**config.mk**
```make
export PLATFORM = sky130hd
export DESIGN_NAME = motor_speed_curve_to_pwm_unit_flat
export DESIGN_NICKNAME = d
export VERILOG_FILES = /design/src/rtl/mscp_pkg.sv /design/src/rtl/mscp_req_if.sv /design/src/rtl/mscp_rsp_if.sv /design/src/rtl/mscp_div.sv /design/src/rtl/motor_speed_curve_to_pwm_unit.sv /design/src/flat_wrapper.sv
export SDC_FILE = /design/constraint.sdc
export NUM_CORES = 2
export LEC_CHECK = 0
export BUFFER_PORTS_ARGS = -buffer_cell sky130_fd_sc_hd__buf_2
export CAP_MARGIN = 20
export CORE_MARGIN = 2
export CORE_UTILIZATION = 45
export CTS_CLUSTER_DIAMETER = 100
export DETAILED_ROUTE_END_ITERATION = 10
export PLACE_DENSITY_LB_ADDON = 0.2
export SYNTH_ARGS = -nofsm -noshare
export SYNTH_HDL_FRONTEND = slang
export SYNTH_SLANG_ARGS = --single-unit
```
**constraint.sdc**
```tcl
create_clock -name clock -period 16.1 [get_ports clock]
set_input_delay 1.61 -clock clock [delete_from_list [all_inputs] [get_ports clock]]
set_output_delay 1.61 -clock clock [all_outputs]
set_load 0.02 [all_outputs]
```
**src/rtl/mscp_pkg.sv**
```systemverilog
// ----------------------------------------------------------------------------
// Motor speed curve package
// Field widths, register codes and the side-band type shared by the
// speed-curve pipeline and its quotient unit.
// ----------------------------------------------------------------------------
package mscp_pkg;

   // Width of one command or breakpoint field, two's complement.
   localparam int FIELD_W = 12;
   // Curve registers hold up to five packed breakpoints.
   localparam int REG_W = 60;
   localparam int MAX_POINTS = REG_W / FIELD_W;
   // Duty outputs and the rounded scale factor.
   localparam int DUTY_W = 8;
   localparam int FULL_SCALE = 255;
   localparam int QUOT_W = DUTY_W;

   // Configuration bus geometry: two 64-bit registers at byte offsets 0 and 8.
   localparam int CSR_DATA_W = 64;
   localparam int CSR_ADDR_W = 4;

   // Register codes, taken from the doubleword bit of the address.
   typedef enum logic {
      CSR_CURVE_X = 1'b0,
      CSR_CURVE_Y = 1'b1
   } csr_reg_type;

   // Flags that ride along with an item through the quotient unit.
   typedef struct packed {
      logic cmd_pos;
      logic cmd_neg;
      logic num_neg;
   } div_tag_type;

endpackage

```
**src/rtl/mscp_req_if.sv**
```systemverilog
// ----------------------------------------------------------------------------
// Speed command channel
// Valid/ready channel that carries one signed speed command per beat.
// ----------------------------------------------------------------------------
interface mscp_req_if;

   logic                                 valid;
   logic                                 ready;
   logic signed [mscp_pkg::FIELD_W-1:0]  speed_command;

   modport source (output valid, output speed_command, input ready);
   modport sink (input valid, input speed_command, output ready);

endinterface

```
**src/rtl/mscp_rsp_if.sv**
```systemverilog
// ----------------------------------------------------------------------------
// PWM duty channel
// Valid/ready channel that carries the forward and backward duties per beat.
// ----------------------------------------------------------------------------
interface mscp_rsp_if;

   logic                           valid;
   logic                           ready;
   logic [mscp_pkg::DUTY_W-1:0]    forward_duty;
   logic [mscp_pkg::DUTY_W-1:0]    backward_duty;

   modport source (output valid, output forward_duty, output backward_duty, input ready);
   modport sink (input valid, input forward_duty, input backward_duty, output ready);

endinterface

```
**src/rtl/mscp_div.sv**
```systemverilog
// ----------------------------------------------------------------------------
// Pipelined rounding quotient unit
// Restoring division with one quotient bit per register stage. The caller
// guarantees that the quotient fits in QUOT_W bits. Each stage stalls on its
// own, so bubbles collapse while the output is held.
// ----------------------------------------------------------------------------
module mscp_div #(
   parameter int FRAC_BITS = 10
) (
   input  logic                                   clock,
   input  logic                                   reset,
   input  logic                                   in_valid,
   output logic                                   in_ready,
   input  logic [FRAC_BITS+mscp_pkg::FIELD_W+9:0] in_dividend,
   input  logic [FRAC_BITS+mscp_pkg::FIELD_W:0]   in_divisor,
   input  mscp_pkg::div_tag_type                  in_tag,
   output logic                                   out_valid,
   input  logic                                   out_ready,
   output logic [mscp_pkg::QUOT_W-1:0]            out_quot,
   output mscp_pkg::div_tag_type                  out_tag
);

   localparam int DIVIDEND_W = FRAC_BITS + mscp_pkg::FIELD_W + 10;
   localparam int DIVISOR_W = FRAC_BITS + mscp_pkg::FIELD_W + 1;
   localparam int QUOT_W = mscp_pkg::QUOT_W;
   localparam int LAST = QUOT_W - 1;

   // Stage registers, one quotient bit resolved per stage.
   logic                  valid_ff [QUOT_W];
   logic [DIVIDEND_W-1:0] rem_ff [QUOT_W];
   logic [DIVISOR_W-1:0]  dvs_ff [QUOT_W];
   logic [QUOT_W-1:0]     quot_ff [QUOT_W];
   mscp_pkg::div_tag_type tag_ff [QUOT_W];

   // Values entering each stage and their next register contents.
   logic                  valid_src [QUOT_W];
   logic [DIVIDEND_W-1:0] rem_src [QUOT_W];
   logic [DIVISOR_W-1:0]  dvs_src [QUOT_W];
   logic [QUOT_W-1:0]     quot_src [QUOT_W];
   mscp_pkg::div_tag_type tag_src [QUOT_W];
   logic [DIVIDEND_W-1:0] trial [QUOT_W];
   logic                  fits [QUOT_W];
   logic [DIVIDEND_W-1:0] rem_in [QUOT_W];
   logic [QUOT_W-1:0]     quot_in [QUOT_W];
   logic [QUOT_W:0]       stage_en;

   // A stage loads when it is empty or its content moves on.
   always_comb begin
      stage_en[QUOT_W] = out_ready;
      for (int i = QUOT_W - 1; i >= 0; i--) begin
         stage_en[i] = !valid_ff[i] || stage_en[i+1];
      end
   end

   // Stage inputs come from the port for the first stage, else the stage before.
   always_comb begin
      valid_src[0] = in_valid;
      rem_src[0] = in_dividend;
      dvs_src[0] = in_divisor;
      quot_src[0] = '0;
      tag_src[0] = in_tag;
      for (int i = 1; i < QUOT_W; i++) begin
         valid_src[i] = valid_ff[i-1];
         rem_src[i] = rem_ff[i-1];
         dvs_src[i] = dvs_ff[i-1];
         quot_src[i] = quot_ff[i-1];
         tag_src[i] = tag_ff[i-1];
      end
   end

   // Compare the partial remainder with the shifted divisor and subtract.
   always_comb begin
      for (int i = 0; i < QUOT_W; i++) begin
         trial[i] = DIVIDEND_W'(dvs_src[i]) << (LAST - i);
         fits[i] = rem_src[i] >= trial[i];
         rem_in[i] = fits[i] ? rem_src[i] - trial[i] : rem_src[i];
         quot_in[i] = quot_src[i];
         quot_in[i][LAST-i] = fits[i];
      end
   end

   // Valid bits are cleared by reset; the data registers are not.
   always_ff @(posedge clock) begin
      for (int i = 0; i < QUOT_W; i++) begin
         if (reset) begin
            valid_ff[i] <= 1'b0;
         end else if (stage_en[i]) begin
            valid_ff[i] <= valid_src[i];
         end
         if (stage_en[i]) begin
            rem_ff[i] <= rem_in[i];
            dvs_ff[i] <= dvs_src[i];
            quot_ff[i] <= quot_in[i];
            tag_ff[i] <= tag_src[i];
         end
      end
   end

   assign in_ready = stage_en[0];
   assign out_valid = valid_ff[LAST];
   assign out_quot = quot_ff[LAST];
   assign out_tag = tag_ff[LAST];

   // The final remainder is below the divisor, so the quotient is complete.
   a_rem_below_divisor: assert property (@(posedge clock) disable iff (reset)
      valid_ff[LAST] |-> (rem_ff[LAST] < DIVIDEND_W'(dvs_ff[LAST])))
      else $error("quotient unit: final remainder not below divisor");

   // A beat taken at the input occupies the first stage next cycle.
   a_take_fills_first: assert property (@(posedge clock) disable iff (reset)
      (in_valid && stage_en[0]) |=> valid_ff[0])
      else $error("quotient unit: accepted beat lost at first stage");

   // A held result keeps its quotient while the consumer stalls.
   a_stall_holds: assert property (@(posedge clock) disable iff (reset)
      (valid_ff[LAST] && !out_ready) |=> (valid_ff[LAST] && $stable(quot_ff[LAST])))
      else $error("quotient unit: stalled result changed");

endmodule

```
**src/rtl/motor_speed_curve_to_pwm_unit.sv**
```systemverilog
// The unit takes one speed command per clock cycle while the output is not
// stalled and returns one pair of H-bridge duties per command, in order,
// through five arithmetic stages (segment search, products, sum, clamp,
// dividend), eight quotient stages that each resolve one bit of the rounded
// 8-bit duty, and the output register. Each stage holds its item
// independently, so bubbles close up while a result waits to be taken. The
// curve breakpoints are programmed through the register port and are
// expected to be stable while commands are in flight.
// ----------------------------------------------------------------------------
// Motor speed curve to PWM unit
// Piecewise-linear correction of a signed speed command, clamped to full
// scale, rounded to an 8-bit duty and steered to the forward or backward pin.
// ----------------------------------------------------------------------------
module motor_speed_curve_to_pwm_unit #(
   parameter int NUM_POINTS = 5,
   parameter int FRAC_BITS = 10
) (
   input  logic                                clock,
   input  logic                                reset,
   mscp_req_if.sink                            req_bus,
   mscp_rsp_if.source                          rsp_bus,
   input  logic                                csr_psel,
   input  logic                                csr_penable,
   input  logic                                csr_pwrite,
   input  logic [mscp_pkg::CSR_ADDR_W-1:0]     csr_paddr,
   input  logic [mscp_pkg::CSR_DATA_W-1:0]     csr_pwdata,
   output logic [mscp_pkg::CSR_DATA_W-1:0]     csr_prdata,
   output logic                                csr_pready
);

   localparam int FIELD_W = mscp_pkg::FIELD_W;
   localparam int REG_W = mscp_pkg::REG_W;
   localparam int DUTY_W = mscp_pkg::DUTY_W;
   localparam int SEG_W = $clog2(NUM_POINTS);
   localparam int DIFF_W = FIELD_W + 1;
   localparam int PROD_W = 2 * DIFF_W;
   localparam int NUM_W = PROD_W + 1;
   localparam int DEN_W = FIELD_W;
   localparam int MAG_W = DEN_W + FRAC_BITS;
   localparam int DIVIDEND_W = MAG_W + 10;
   localparam int DIVISOR_W = MAG_W + 1;
   localparam int One = 1 << FRAC_BITS;

   // ---------------------------------------------------------------------
   // Configuration registers
   // ---------------------------------------------------------------------
   logic [REG_W-1:0]         default_curve;
   logic [REG_W-1:0]         curve_x_ff;
   logic [REG_W-1:0]         curve_y_ff;
   logic [REG_W-1:0]         curve_x_in;
   logic [REG_W-1:0]         curve_y_in;
   logic                     csr_write;
   mscp_pkg::csr_reg_type    csr_reg;

   // Reset curve: evenly spaced points from minus one to plus one.
   for (genvar k = 0; k < mscp_pkg::MAX_POINTS; k++) begin : g_default
      if (k < NUM_POINTS) begin : g_used
         localparam int Val = -One + (2 * One * k) / (NUM_POINTS - 1);
         assign default_curve[FIELD_W*k +: FIELD_W] = FIELD_W'(Val);
      end else begin : g_unused
         assign default_curve[FIELD_W*k +: FIELD_W] = '0;
      end
   end

   assign csr_write = csr_psel && csr_penable && csr_pwrite;
   assign csr_reg = mscp_pkg::csr_reg_type'(csr_paddr[mscp_pkg::CSR_ADDR_W-1]);
   assign csr_pready = 1'b1;

   // Register write decode.
   always_comb begin
      curve_x_in = curve_x_ff;
      curve_y_in = curve_y_ff;
      if (csr_write) begin
         unique case (csr_reg)
            mscp_pkg::CSR_CURVE_X: curve_x_in = csr_pwdata[REG_W-1:0];
            mscp_pkg::CSR_CURVE_Y: curve_y_in = csr_pwdata[REG_W-1:0];
            default: ;
         endcase
      end
   end

   // Register read decode.
   always_comb begin
      unique case (csr_reg)
         mscp_pkg::CSR_CURVE_X: csr_prdata = mscp_pkg::CSR_DATA_W'(curve_x_ff);
         mscp_pkg::CSR_CURVE_Y: csr_prdata = mscp_pkg::CSR_DATA_W'(curve_y_ff);
         default: csr_prdata = '0;
      endcase
   end

   always_ff @(posedge clock) begin
      if (reset) begin
         curve_x_ff <= default_curve;
         curve_y_ff <= default_curve;
      end else begin
         curve_x_ff <= curve_x_in;
         curve_y_ff <= curve_y_in;
      end
   end

   // ---------------------------------------------------------------------
   // Stall chain: a stage loads when it is empty or its item moves on.
   // ---------------------------------------------------------------------
   logic s1_valid_ff, s2_valid_ff, s3_valid_ff, s4_valid_ff, s5_valid_ff;
   logic s1_en, s2_en, s3_en, s4_en, s5_en, out_en;
   logic div_in_ready, div_out_valid;
   logic rsp_valid_ff;

   assign out_en = !rsp_valid_ff || rsp_bus.ready;
   assign s5_en = !s5_valid_ff || div_in_ready;
   assign s4_en = !s4_valid_ff || s5_en;
   assign s3_en = !s3_valid_ff || s4_en;
   assign s2_en = !s2_valid_ff || s3_en;
   assign s1_en = !s1_valid_ff || s2_en;
   assign req_bus.ready = s1_en;

   // ---------------------------------------------------------------------
   // Stage 1: segment search and differences
   // ---------------------------------------------------------------------
   logic signed [FIELD_W-1:0] x_pt [NUM_POINTS];
   logic signed [FIELD_W-1:0] y_pt [NUM_POINTS];
   logic signed [FIELD_W-1:0] cmd;
   logic [SEG_W-1:0]          seg;
   logic signed [FIELD_W-1:0] x0, x1, y0, y1;
   logic signed [DIFF_W-1:0]  s1_dx_in, s1_dxx_in, s1_dy_in;
   logic signed [DIFF_W-1:0]  s1_dx_ff, s1_dxx_ff, s1_dy_ff;
   logic signed [FIELD_W-1:0] s1_y0_ff;
   mscp_pkg::div_tag_type     s1_tag_in, s1_tag_ff;

   assign cmd = req_bus.speed_command;

   // Unpack the breakpoints that are in use.
   always_comb begin
      for (int k = 0; k < NUM_POINTS; k++) begin
         x_pt[k] = curve_x_ff[FIELD_W*k +: FIELD_W];
         y_pt[k] = curve_y_ff[FIELD_W*k +: FIELD_W];
      end
   end

   // The first interior breakpoint above the command picks the segment;
   // past the last one the final segment is extended.
   always_comb begin
      seg = SEG_W'(NUM_POINTS - 2);
      for (int j = NUM_POINTS - 2; j >= 1; j--) begin
         if (cmd < x_pt[j]) begin
            seg = SEG_W'(j - 1);
         end
      end
   end

   // Select the segment end points.
   always_comb begin
      x0 = x_pt[0];
      x1 = x_pt[1];
      y0 = y_pt[0];
      y1 = y_pt[1];
      for (int k = 0; k < NUM_POINTS - 1; k++) begin
         if (seg == SEG_W'(k)) begin
            x0 = x_pt[k];
            x1 = x_pt[k+1];
            y0 = y_pt[k];
            y1 = y_pt[k+1];
         end
      end
   end

   assign s1_dx_in = DIFF_W'(x1) - DIFF_W'(x0);
   assign s1_dxx_in = DIFF_W'(cmd) - DIFF_W'(x0);
   assign s1_dy_in = DIFF_W'(y1) - DIFF_W'(y0);
   assign s1_tag_in.cmd_pos = !cmd[FIELD_W-1] && (cmd != '0);
   assign s1_tag_in.cmd_neg = cmd[FIELD_W-1];
   assign s1_tag_in.num_neg = 1'b0;

   always_ff @(posedge clock) begin
      if (reset) begin
         s1_valid_ff <= 1'b0;
      end else if (s1_en) begin
         s1_valid_ff <= req_bus.valid;
      end
      if (s1_en) begin
         s1_dx_ff <= s1_dx_in;
         s1_dxx_ff <= s1_dxx_in;
         s1_dy_ff <= s1_dy_in;
         s1_y0_ff <= y0;
         s1_tag_ff <= s1_tag_in;
      end
   end

   // ---------------------------------------------------------------------
   // Stage 2: interpolation products
   // ---------------------------------------------------------------------
   logic signed [PROD_W-1:0]  s2_p1_in, s2_p2_in, s2_p1_ff, s2_p2_ff;
   logic signed [DIFF_W-1:0]  s2_dx_ff;
   logic signed [FIELD_W-1:0] s2_y0_ff;
   mscp_pkg::div_tag_type     s2_tag_ff;

   assign s2_p1_in = PROD_W'(s1_dxx_ff) * PROD_W'(s1_dy_ff);
   assign s2_p2_in = PROD_W'(s1_y0_ff) * PROD_W'(s1_dx_ff);

   always_ff @(posedge clock) begin
      if (reset) begin
         s2_valid_ff <= 1'b0;
      end else if (s2_en) begin
         s2_valid_ff <= s1_valid_ff;
      end
      if (s2_en) begin
         s2_p1_ff <= s2_p1_in;
         s2_p2_ff <= s2_p2_in;
         s2_dx_ff <= s1_dx_ff;
         s2_y0_ff <= s1_y0_ff;
         s2_tag_ff <= s1_tag_ff;
      end
   end

   // ---------------------------------------------------------------------
   // Stage 3: numerator and positive denominator
   // ---------------------------------------------------------------------
   logic signed [NUM_W-1:0] sum;
   logic signed [NUM_W-1:0] s3_num_in, s3_num_ff;
   logic [DEN_W-1:0]        s3_den_in, s3_den_ff;
   mscp_pkg::div_tag_type   s3_tag_ff;

   assign sum = NUM_W'(s2_p1_ff) + NUM_W'(s2_p2_ff);

   // A zero-width segment yields its start y over a unit denominator;
   // a descending segment moves its sign into the numerator.
   always_comb begin
      if (s2_dx_ff == '0) begin
         s3_num_in = NUM_W'(s2_y0_ff);
         s3_den_in = DEN_W'(1);
      end else if (s2_dx_ff < 0) begin
         s3_num_in = -sum;
         s3_den_in = DEN_W'(-s2_dx_ff);
      end else begin
         s3_num_in = sum;
         s3_den_in = DEN_W'(s2_dx_ff);
      end
   end

   always_ff @(posedge clock) begin
      if (reset) begin
         s3_valid_ff <= 1'b0;
      end else if (s3_en) begin
         s3_valid_ff <= s2_valid_ff;
      end
      if (s3_en) begin
         s3_num_ff <= s3_num_in;
         s3_den_ff <= s3_den_in;
         s3_tag_ff <= s2_tag_ff;
      end
   end

   // ---------------------------------------------------------------------
   // Stage 4: magnitude clamped to full scale
   // ---------------------------------------------------------------------
   logic [NUM_W-1:0]      num_mag;
   logic [MAG_W-1:0]      limit;
   logic [MAG_W-1:0]      s4_mag_in, s4_mag_ff;
   logic [DEN_W-1:0]      s4_den_ff;
   mscp_pkg::div_tag_type s4_tag_in, s4_tag_ff;

   assign num_mag = s3_num_ff[NUM_W-1] ? NUM_W'(-s3_num_ff) : NUM_W'(s3_num_ff);
   assign limit = MAG_W'(s3_den_ff) << FRAC_BITS;
   assign s4_mag_in = (num_mag > NUM_W'(limit)) ? limit : MAG_W'(num_mag);

   always_comb begin
      s4_tag_in = s3_tag_ff;
      s4_tag_in.num_neg = s3_num_ff[NUM_W-1];
   end

   always_ff @(posedge clock) begin
      if (reset) begin
         s4_valid_ff <= 1'b0;
      end else if (s4_en) begin
         s4_valid_ff <= s3_valid_ff;
      end
      if (s4_en) begin
         s4_mag_ff <= s4_mag_in;
         s4_den_ff <= s3_den_ff;
         s4_tag_ff <= s4_tag_in;
      end
   end

   // ---------------------------------------------------------------------
   // Stage 5: rounding dividend and divisor
   // The duty is floor((2 * 255 * mag + one * den) / (2 * one * den)).
   // ---------------------------------------------------------------------
   logic [DIVIDEND_W-1:0] s5_dividend_in, s5_dividend_ff;
   logic [DIVISOR_W-1:0]  s5_divisor_in, s5_divisor_ff;
   mscp_pkg::div_tag_type s5_tag_ff;

   assign s5_dividend_in = DIVIDEND_W'(s4_mag_ff) * DIVIDEND_W'(2 * mscp_pkg::FULL_SCALE)
                         + (DIVIDEND_W'(s4_den_ff) << FRAC_BITS);
   assign s5_divisor_in = DIVISOR_W'(s4_den_ff) << (FRAC_BITS + 1);

   always_ff @(posedge clock) begin
      if (reset) begin
         s5_valid_ff <= 1'b0;
      end else if (s5_en) begin
         s5_valid_ff <= s4_valid_ff;
      end
      if (s5_en) begin
         s5_dividend_ff <= s5_dividend_in;
         s5_divisor_ff <= s5_divisor_in;
         s5_tag_ff <= s4_tag_ff;
      end
   end

   // ---------------------------------------------------------------------
   // Quotient stages
   // ---------------------------------------------------------------------
   logic [mscp_pkg::QUOT_W-1:0] div_quot;
   mscp_pkg::div_tag_type       div_tag;

   mscp_div #(
      .FRAC_BITS (FRAC_BITS)
   ) u_div (
      .clock       (clock),
      .reset       (reset),
      .in_valid    (s5_valid_ff),
      .in_ready    (div_in_ready),
      .in_dividend (s5_dividend_ff),
      .in_divisor  (s5_divisor_ff),
      .in_tag      (s5_tag_ff),
      .out_valid   (div_out_valid),
      .out_ready   (out_en),
      .out_quot    (div_quot),
      .out_tag     (div_tag)
   );

   // ---------------------------------------------------------------------
   // Output register: steer the duty to the pin the command selects.
   // A curve value of the wrong sign leaves the driven pin at zero.
   // ---------------------------------------------------------------------
   logic [DUTY_W-1:0] rsp_forward_in, rsp_backward_in;
   logic [DUTY_W-1:0] rsp_forward_ff, rsp_backward_ff;

   assign rsp_forward_in = (div_tag.cmd_pos && !div_tag.num_neg) ? div_quot : '0;
   assign rsp_backward_in = (div_tag.cmd_neg && div_tag.num_neg) ? div_quot : '0;

   always_ff @(posedge clock) begin
      if (reset) begin
         rsp_valid_ff <= 1'b0;
      end else if (out_en) begin
         rsp_valid_ff <= div_out_valid;
      end
      if (out_en) begin
         rsp_forward_ff <= rsp_forward_in;
         rsp_backward_ff <= rsp_backward_in;
      end
   end

   assign rsp_bus.valid = rsp_valid_ff;
   assign rsp_bus.forward_duty = rsp_forward_ff;
   assign rsp_bus.backward_duty = rsp_backward_ff;

   // ---------------------------------------------------------------------
   // Assertions
   // ---------------------------------------------------------------------

   // An accepted beat is present in the first stage on the next cycle.
   a_accept_fills_s1: assert property (@(posedge clock) disable iff (reset)
      (req_bus.valid && req_bus.ready) |=> s1_valid_ff)
      else $error("speed curve: accepted command lost at first stage");

   // The clamped magnitude never exceeds full scale for its denominator.
   a_clamp_bound: assert property (@(posedge clock) disable iff (reset)
      s4_valid_ff |-> (s4_mag_ff <= (MAG_W'(s4_den_ff) << FRAC_BITS)))
      else $error("speed curve: clamped magnitude above full scale");

   // Both pins are never driven at once.
   a_one_pin: assert property (@(posedge clock) disable iff (reset)
      rsp_valid_ff |-> (rsp_forward_ff == '0 || rsp_backward_ff == '0))
      else $error("speed curve: forward and backward duty both nonzero");

   // A write to the breakpoint input register takes the written data.
   a_curve_x_write: assert property (@(posedge clock) disable iff (reset)
      (csr_write && csr_reg == mscp_pkg::CSR_CURVE_X)
      |=> (curve_x_ff == $past(csr_pwdata[REG_W-1:0])))
      else $error("speed curve: breakpoint register write not taken");

endmodule
```
**src/flat_wrapper.sv**
```systemverilog
// flat-port wrapper written by rule: the top's interface ports become plain ports
module motor_speed_curve_to_pwm_unit_flat 
#(
   parameter int NUM_POINTS = 5,
   parameter int FRAC_BITS = 10
)
  (clock, reset, csr_psel, csr_penable, csr_pwrite, csr_paddr, csr_pwdata, csr_prdata, csr_pready, req_bus_valid, req_bus_speed_command, req_bus_ready, rsp_bus_valid, rsp_bus_forward_duty, rsp_bus_backward_duty, rsp_bus_ready);
  mscp_req_if req_bus_i ();
  mscp_rsp_if rsp_bus_i ();
  input  logic clock;
  input  logic reset;
  input  logic csr_psel;
  input  logic csr_penable;
  input  logic csr_pwrite;
  input  logic [mscp_pkg::CSR_ADDR_W-1:0] csr_paddr;
  input  logic [mscp_pkg::CSR_DATA_W-1:0] csr_pwdata;
  output logic [mscp_pkg::CSR_DATA_W-1:0] csr_prdata;
  output logic csr_pready;
  input wire logic [$bits(req_bus_i.valid)-1:0] req_bus_valid;
  input wire logic [$bits(req_bus_i.speed_command)-1:0] req_bus_speed_command;
  output wire logic [$bits(req_bus_i.ready)-1:0] req_bus_ready;
  output wire logic [$bits(rsp_bus_i.valid)-1:0] rsp_bus_valid;
  output wire logic [$bits(rsp_bus_i.forward_duty)-1:0] rsp_bus_forward_duty;
  output wire logic [$bits(rsp_bus_i.backward_duty)-1:0] rsp_bus_backward_duty;
  input wire logic [$bits(rsp_bus_i.ready)-1:0] rsp_bus_ready;
  assign req_bus_i.valid = req_bus_valid;
  assign req_bus_i.speed_command = req_bus_speed_command;
  assign req_bus_ready = req_bus_i.ready;
  assign rsp_bus_valid = rsp_bus_i.valid;
  assign rsp_bus_forward_duty = rsp_bus_i.forward_duty;
  assign rsp_bus_backward_duty = rsp_bus_i.backward_duty;
  assign rsp_bus_i.ready = rsp_bus_ready;
  motor_speed_curve_to_pwm_unit #(.NUM_POINTS(NUM_POINTS), .FRAC_BITS(FRAC_BITS)) u_core (.clock(clock), .reset(reset), .req_bus(req_bus_i), .rsp_bus(rsp_bus_i), .csr_psel(csr_psel), .csr_penable(csr_penable), .csr_pwrite(csr_pwrite), .csr_paddr(csr_paddr), .csr_pwdata(csr_pwdata), .csr_prdata(csr_prdata), .csr_pready(csr_pready));
endmodule
```
==> impl_results.md <==
* Status: completed
* Area Growth Syn to Fin at 9.646%
* Clk_lat worst skew at 700 ps
* Tcrit/Tclk final at ~47%
* Setup TNS Final at 0 ps
* Clock sinks at ~770
* Most frequent cells in the layout: 720 x inv_1, 640 x edfxtp_1, 639 x nand2_1, 421 x fa_1, 391 x ha_1
* Worst rel slew slack at between 20% and 30%
* Std-Cell Rows at 127
* Mapped Area at 54,690 um^2
* Cts repair resizes at 0
* End of the worst register-to-register path: u_core.s1_dx_ff[10]$_DFFE_PP_
* GR Util met2 at 35.17%
* Worst path bufs/invs at 3
* GR peak layer: met2
* R2R setup slack at 9260 ps
* Max FO, Critical Path at 46
* Tmin final at 7495 ps
* Initial antenna violation count at 3
* Distinct cell type count after synthesis at 92
* Post-CTS setup buffers at 0
* Slowest cell on the critical path: a221oi_1
* Fin nets at roughly 6,200
* Fmax achieved at between 0.1 and 0.15 GHz
* Hold path startpoint: u_core.u_div.quot_ff[1][6]$_DFFE_PP_
* Clock buffer depth at 3
* #FFs+latches synth at 766
* Chip width at 352.6 um
* Initial DRC count at 2,380
* Critical Path Start Type: input pin
* Routed wire per std cell at 18.68 um
* RSZ-0062 raised after global routing: false
* Synth Instances at 5,234
* H-Tree Depth at 3
* Critical setup path kind: input pin to flip-flop
* Gp weighted congestion at ~0.92
* First drt pass iteration count at 7
* Vias in the first global route at 36,870
* Initial Util at around 45%
* Setup violations, final at 0
* Reg-to-Reg Start: u_core.curve_x_ff[37]$_SDFFE_PP0P_
* Commonest non-fill, non-tap cell in the layout: inv_1
* Root buffer cell: clkbuf_16
* Req. time, crit path at 16,540 ps
* Top cell by count, worst path: a21o_1
* Vias/cell at 5.327
* Sequential cell area fraction in the yosys report at 39.76%
* Hold/Removal Path Class: flip-flop to flip-flop
* # Max-Cap Violations at 0
* CP Capture Type: flip-flop
* Clk pin slew, worst setup/hold paths at 60 ps
* Die Height at 352.6 um
* Mean post-synth cell area at 10.45 um^2
* FF-to-FF path depth at 26
* Max stage delay on crit path at roughly 750 ps
* Min-Delay Endpoint: u_core.u_div.quot_ff[1][14]$_DFFE_PP_
* Largest net degree at the start of global routing at 101
* Global-route wire length before repair at 206,000 um
* Worst-Margin Slew at 1123 ps
* Final hold violation count at 0
* Post-synth ARST share at 0%
* Post-Route WL at between 100,000 and 150,000 um
* Core Area at 120,300 um^2
* Global Route met1 Usage at between 20% and 30%
* Met3 usage at 3.182%
* Ports at 170
* Total track usage at 21.03%
* Die area at 124,300 um^2
* ANT nets after route at 0
* Num CTS Buffers at 84
* Post-synth EDFFs at 640
* Fraction of layout cells with a size suffix above 1 at 7.861%
* Crit path DAT at 7940 ps
* Final Max Tran Viols at 0
* Ys flop type: edfxtp_1
* Dpl hpwl at 101,600 um
* Via Count at between 30,000 and 40,000
* Port-buffer cells at 157
* ANT cells at 0
* CTS Hold Buffers Added at 0
* Final clock skew at 54.71 ps
* Global route overflow at 0
* Yosys warning count at 0
* CTS tree: yes
* Kind of cell adding the most delay to the critical path: compound AO/OA/AOI/OAI gates
* Worst hold stages at 0
* Residual DRC at 0
cell families after synthesis:
kind of cell,Yosys count,synth area share [%]
multiplexers,114,2.228
adder cells (fa/ha/maj),812,24.36
AND/OR/NAND/NOR,1517,13.31
flip-flops,766,39.76
XOR/XNOR,249,4.002
buffers and inverters,906,6.264
other,2,0.01373
AO/OA/AOI/OAI,868,10.07
registers in the layout, summed over array words and instances, names as in the netlist, 12 cells and up:
signal	cells
u_core.curve_x_ff	60
u_core.curve_y_ff	60
u_core.s1_dx_ff	13
u_core.s1_dxx_ff	13
u_core.s1_dy_ff	13
u_core.s1_y0_ff	12
u_core.s2_dx_ff	13
u_core.s2_p1_ff	26
u_core.s2_p2_ff	25
u_core.s2_y0_ff	12
u_core.s3_den_ff	12
u_core.s3_num_ff	27
u_core.s4_den_ff	12
u_core.s4_mag_ff	22
u_core.s5_dividend_ff	31
u_core.s5_divisor_ff	12
u_core.u_div.dvs_ff	84
u_core.u_div.quot_ff	36
u_core.u_div.rem_ff	217
u_core.u_div.tag_ff	24
how the worst max path moves through the flow:
stage | depth (start not counted) | slack, ps | end | startpoint
after detailed placement | 26 | 8020 | u_core.s1_dx_ff[10]$_DFFE_PP_ | req_bus_speed_command[1]
after floorplan | 26 | 9290 | u_core.s1_dxx_ff[12]$_DFFE_PP_ | req_bus_speed_command[1]
after global routing | 27 | 8270 | u_core.s1_dx_ff[12]$_DFFE_PP_ | req_bus_speed_command[1]
final | 26 | 8600 | u_core.s1_dx_ff[10]$_DFFE_PP_ | req_bus_speed_command[1]
after global placement | 26 | 7980 | u_core.s1_dx_ff[10]$_DFFE_PP_ | req_bus_speed_command[1]
after CTS | 26 | 8700 | u_core.s1_dx_ff[10]$_DFFE_PP_ | req_bus_speed_command[1]
routing by layer:
layer,vias up,wire length (um)
met2,839,62730
met3,206,5822
met5,-,13
met4,2,4487
met1,18350,57780
li1,17920,-
synthesized netlist by cell type, drive strengths merged, types with 26 or more instances:
master	number	area share (%)
a221oi	32	0.51
nand3b	26	0.36
xor2	79	1.3
a21oi	278	2.6
clkbuf	164	1.1
nand4	27	0.31
nand2b	71	0.81
nand3	50	0.46
nor3	57	0.52
nand2	643	4.4
a21boi	41	0.57
mux2	62	1.3
fa	421	15
dfxtp	126	4.6
a211oi	34	0.49
xnor2	170	2.7
and2	148	1.7
a21o	74	1.0
nor2	279	1.9
o21ai	215	2.0
mux2i	52	0.95
o31ai	34	0.49
o21a	35	0.48
edfxtp	640	35
ha	391	8.9
inv	725	5.0
nor4	37	0.45
nor2b	49	0.56
stage by stage:
| step | area [um^2] | util (%) | worst slack (ps) | std cells | hold WS [ps] |
|---|---|---|---|---|---|
| finish | 59960 | 49.85 | 8605 | 7006 | 409.9 |
| global route | 59960 | 49.85 | 8271 | 7006 | 419.8 |
| CTS | 59880 | 49.78 | 8698 | 7001 | 408.7 |
| detailed placement | 57050 | 47.43 | 8023 | 6849 | 404.5 |
| global placement | 57050 | 47.43 | 7984 | 6849 | 401.0 |
| floorplan | 54700 | - | 9289 | 5237 | 400.3 |
area by class of cell:
type	instances	area, um^2
Sequential cell	766	21740
Timing Repair Buffer	186	1054
Clock inverter	50	635.6
Tap cell	1612	2017
Clock buffer	102	2190
Multi-Input combinational cell	3565	29600
Fill cell	11080	60330
Inverter	725	2721
Power is not shown: default switching activity piles up to over one toggle a cycle in this logic, so the estimate is an artifact.
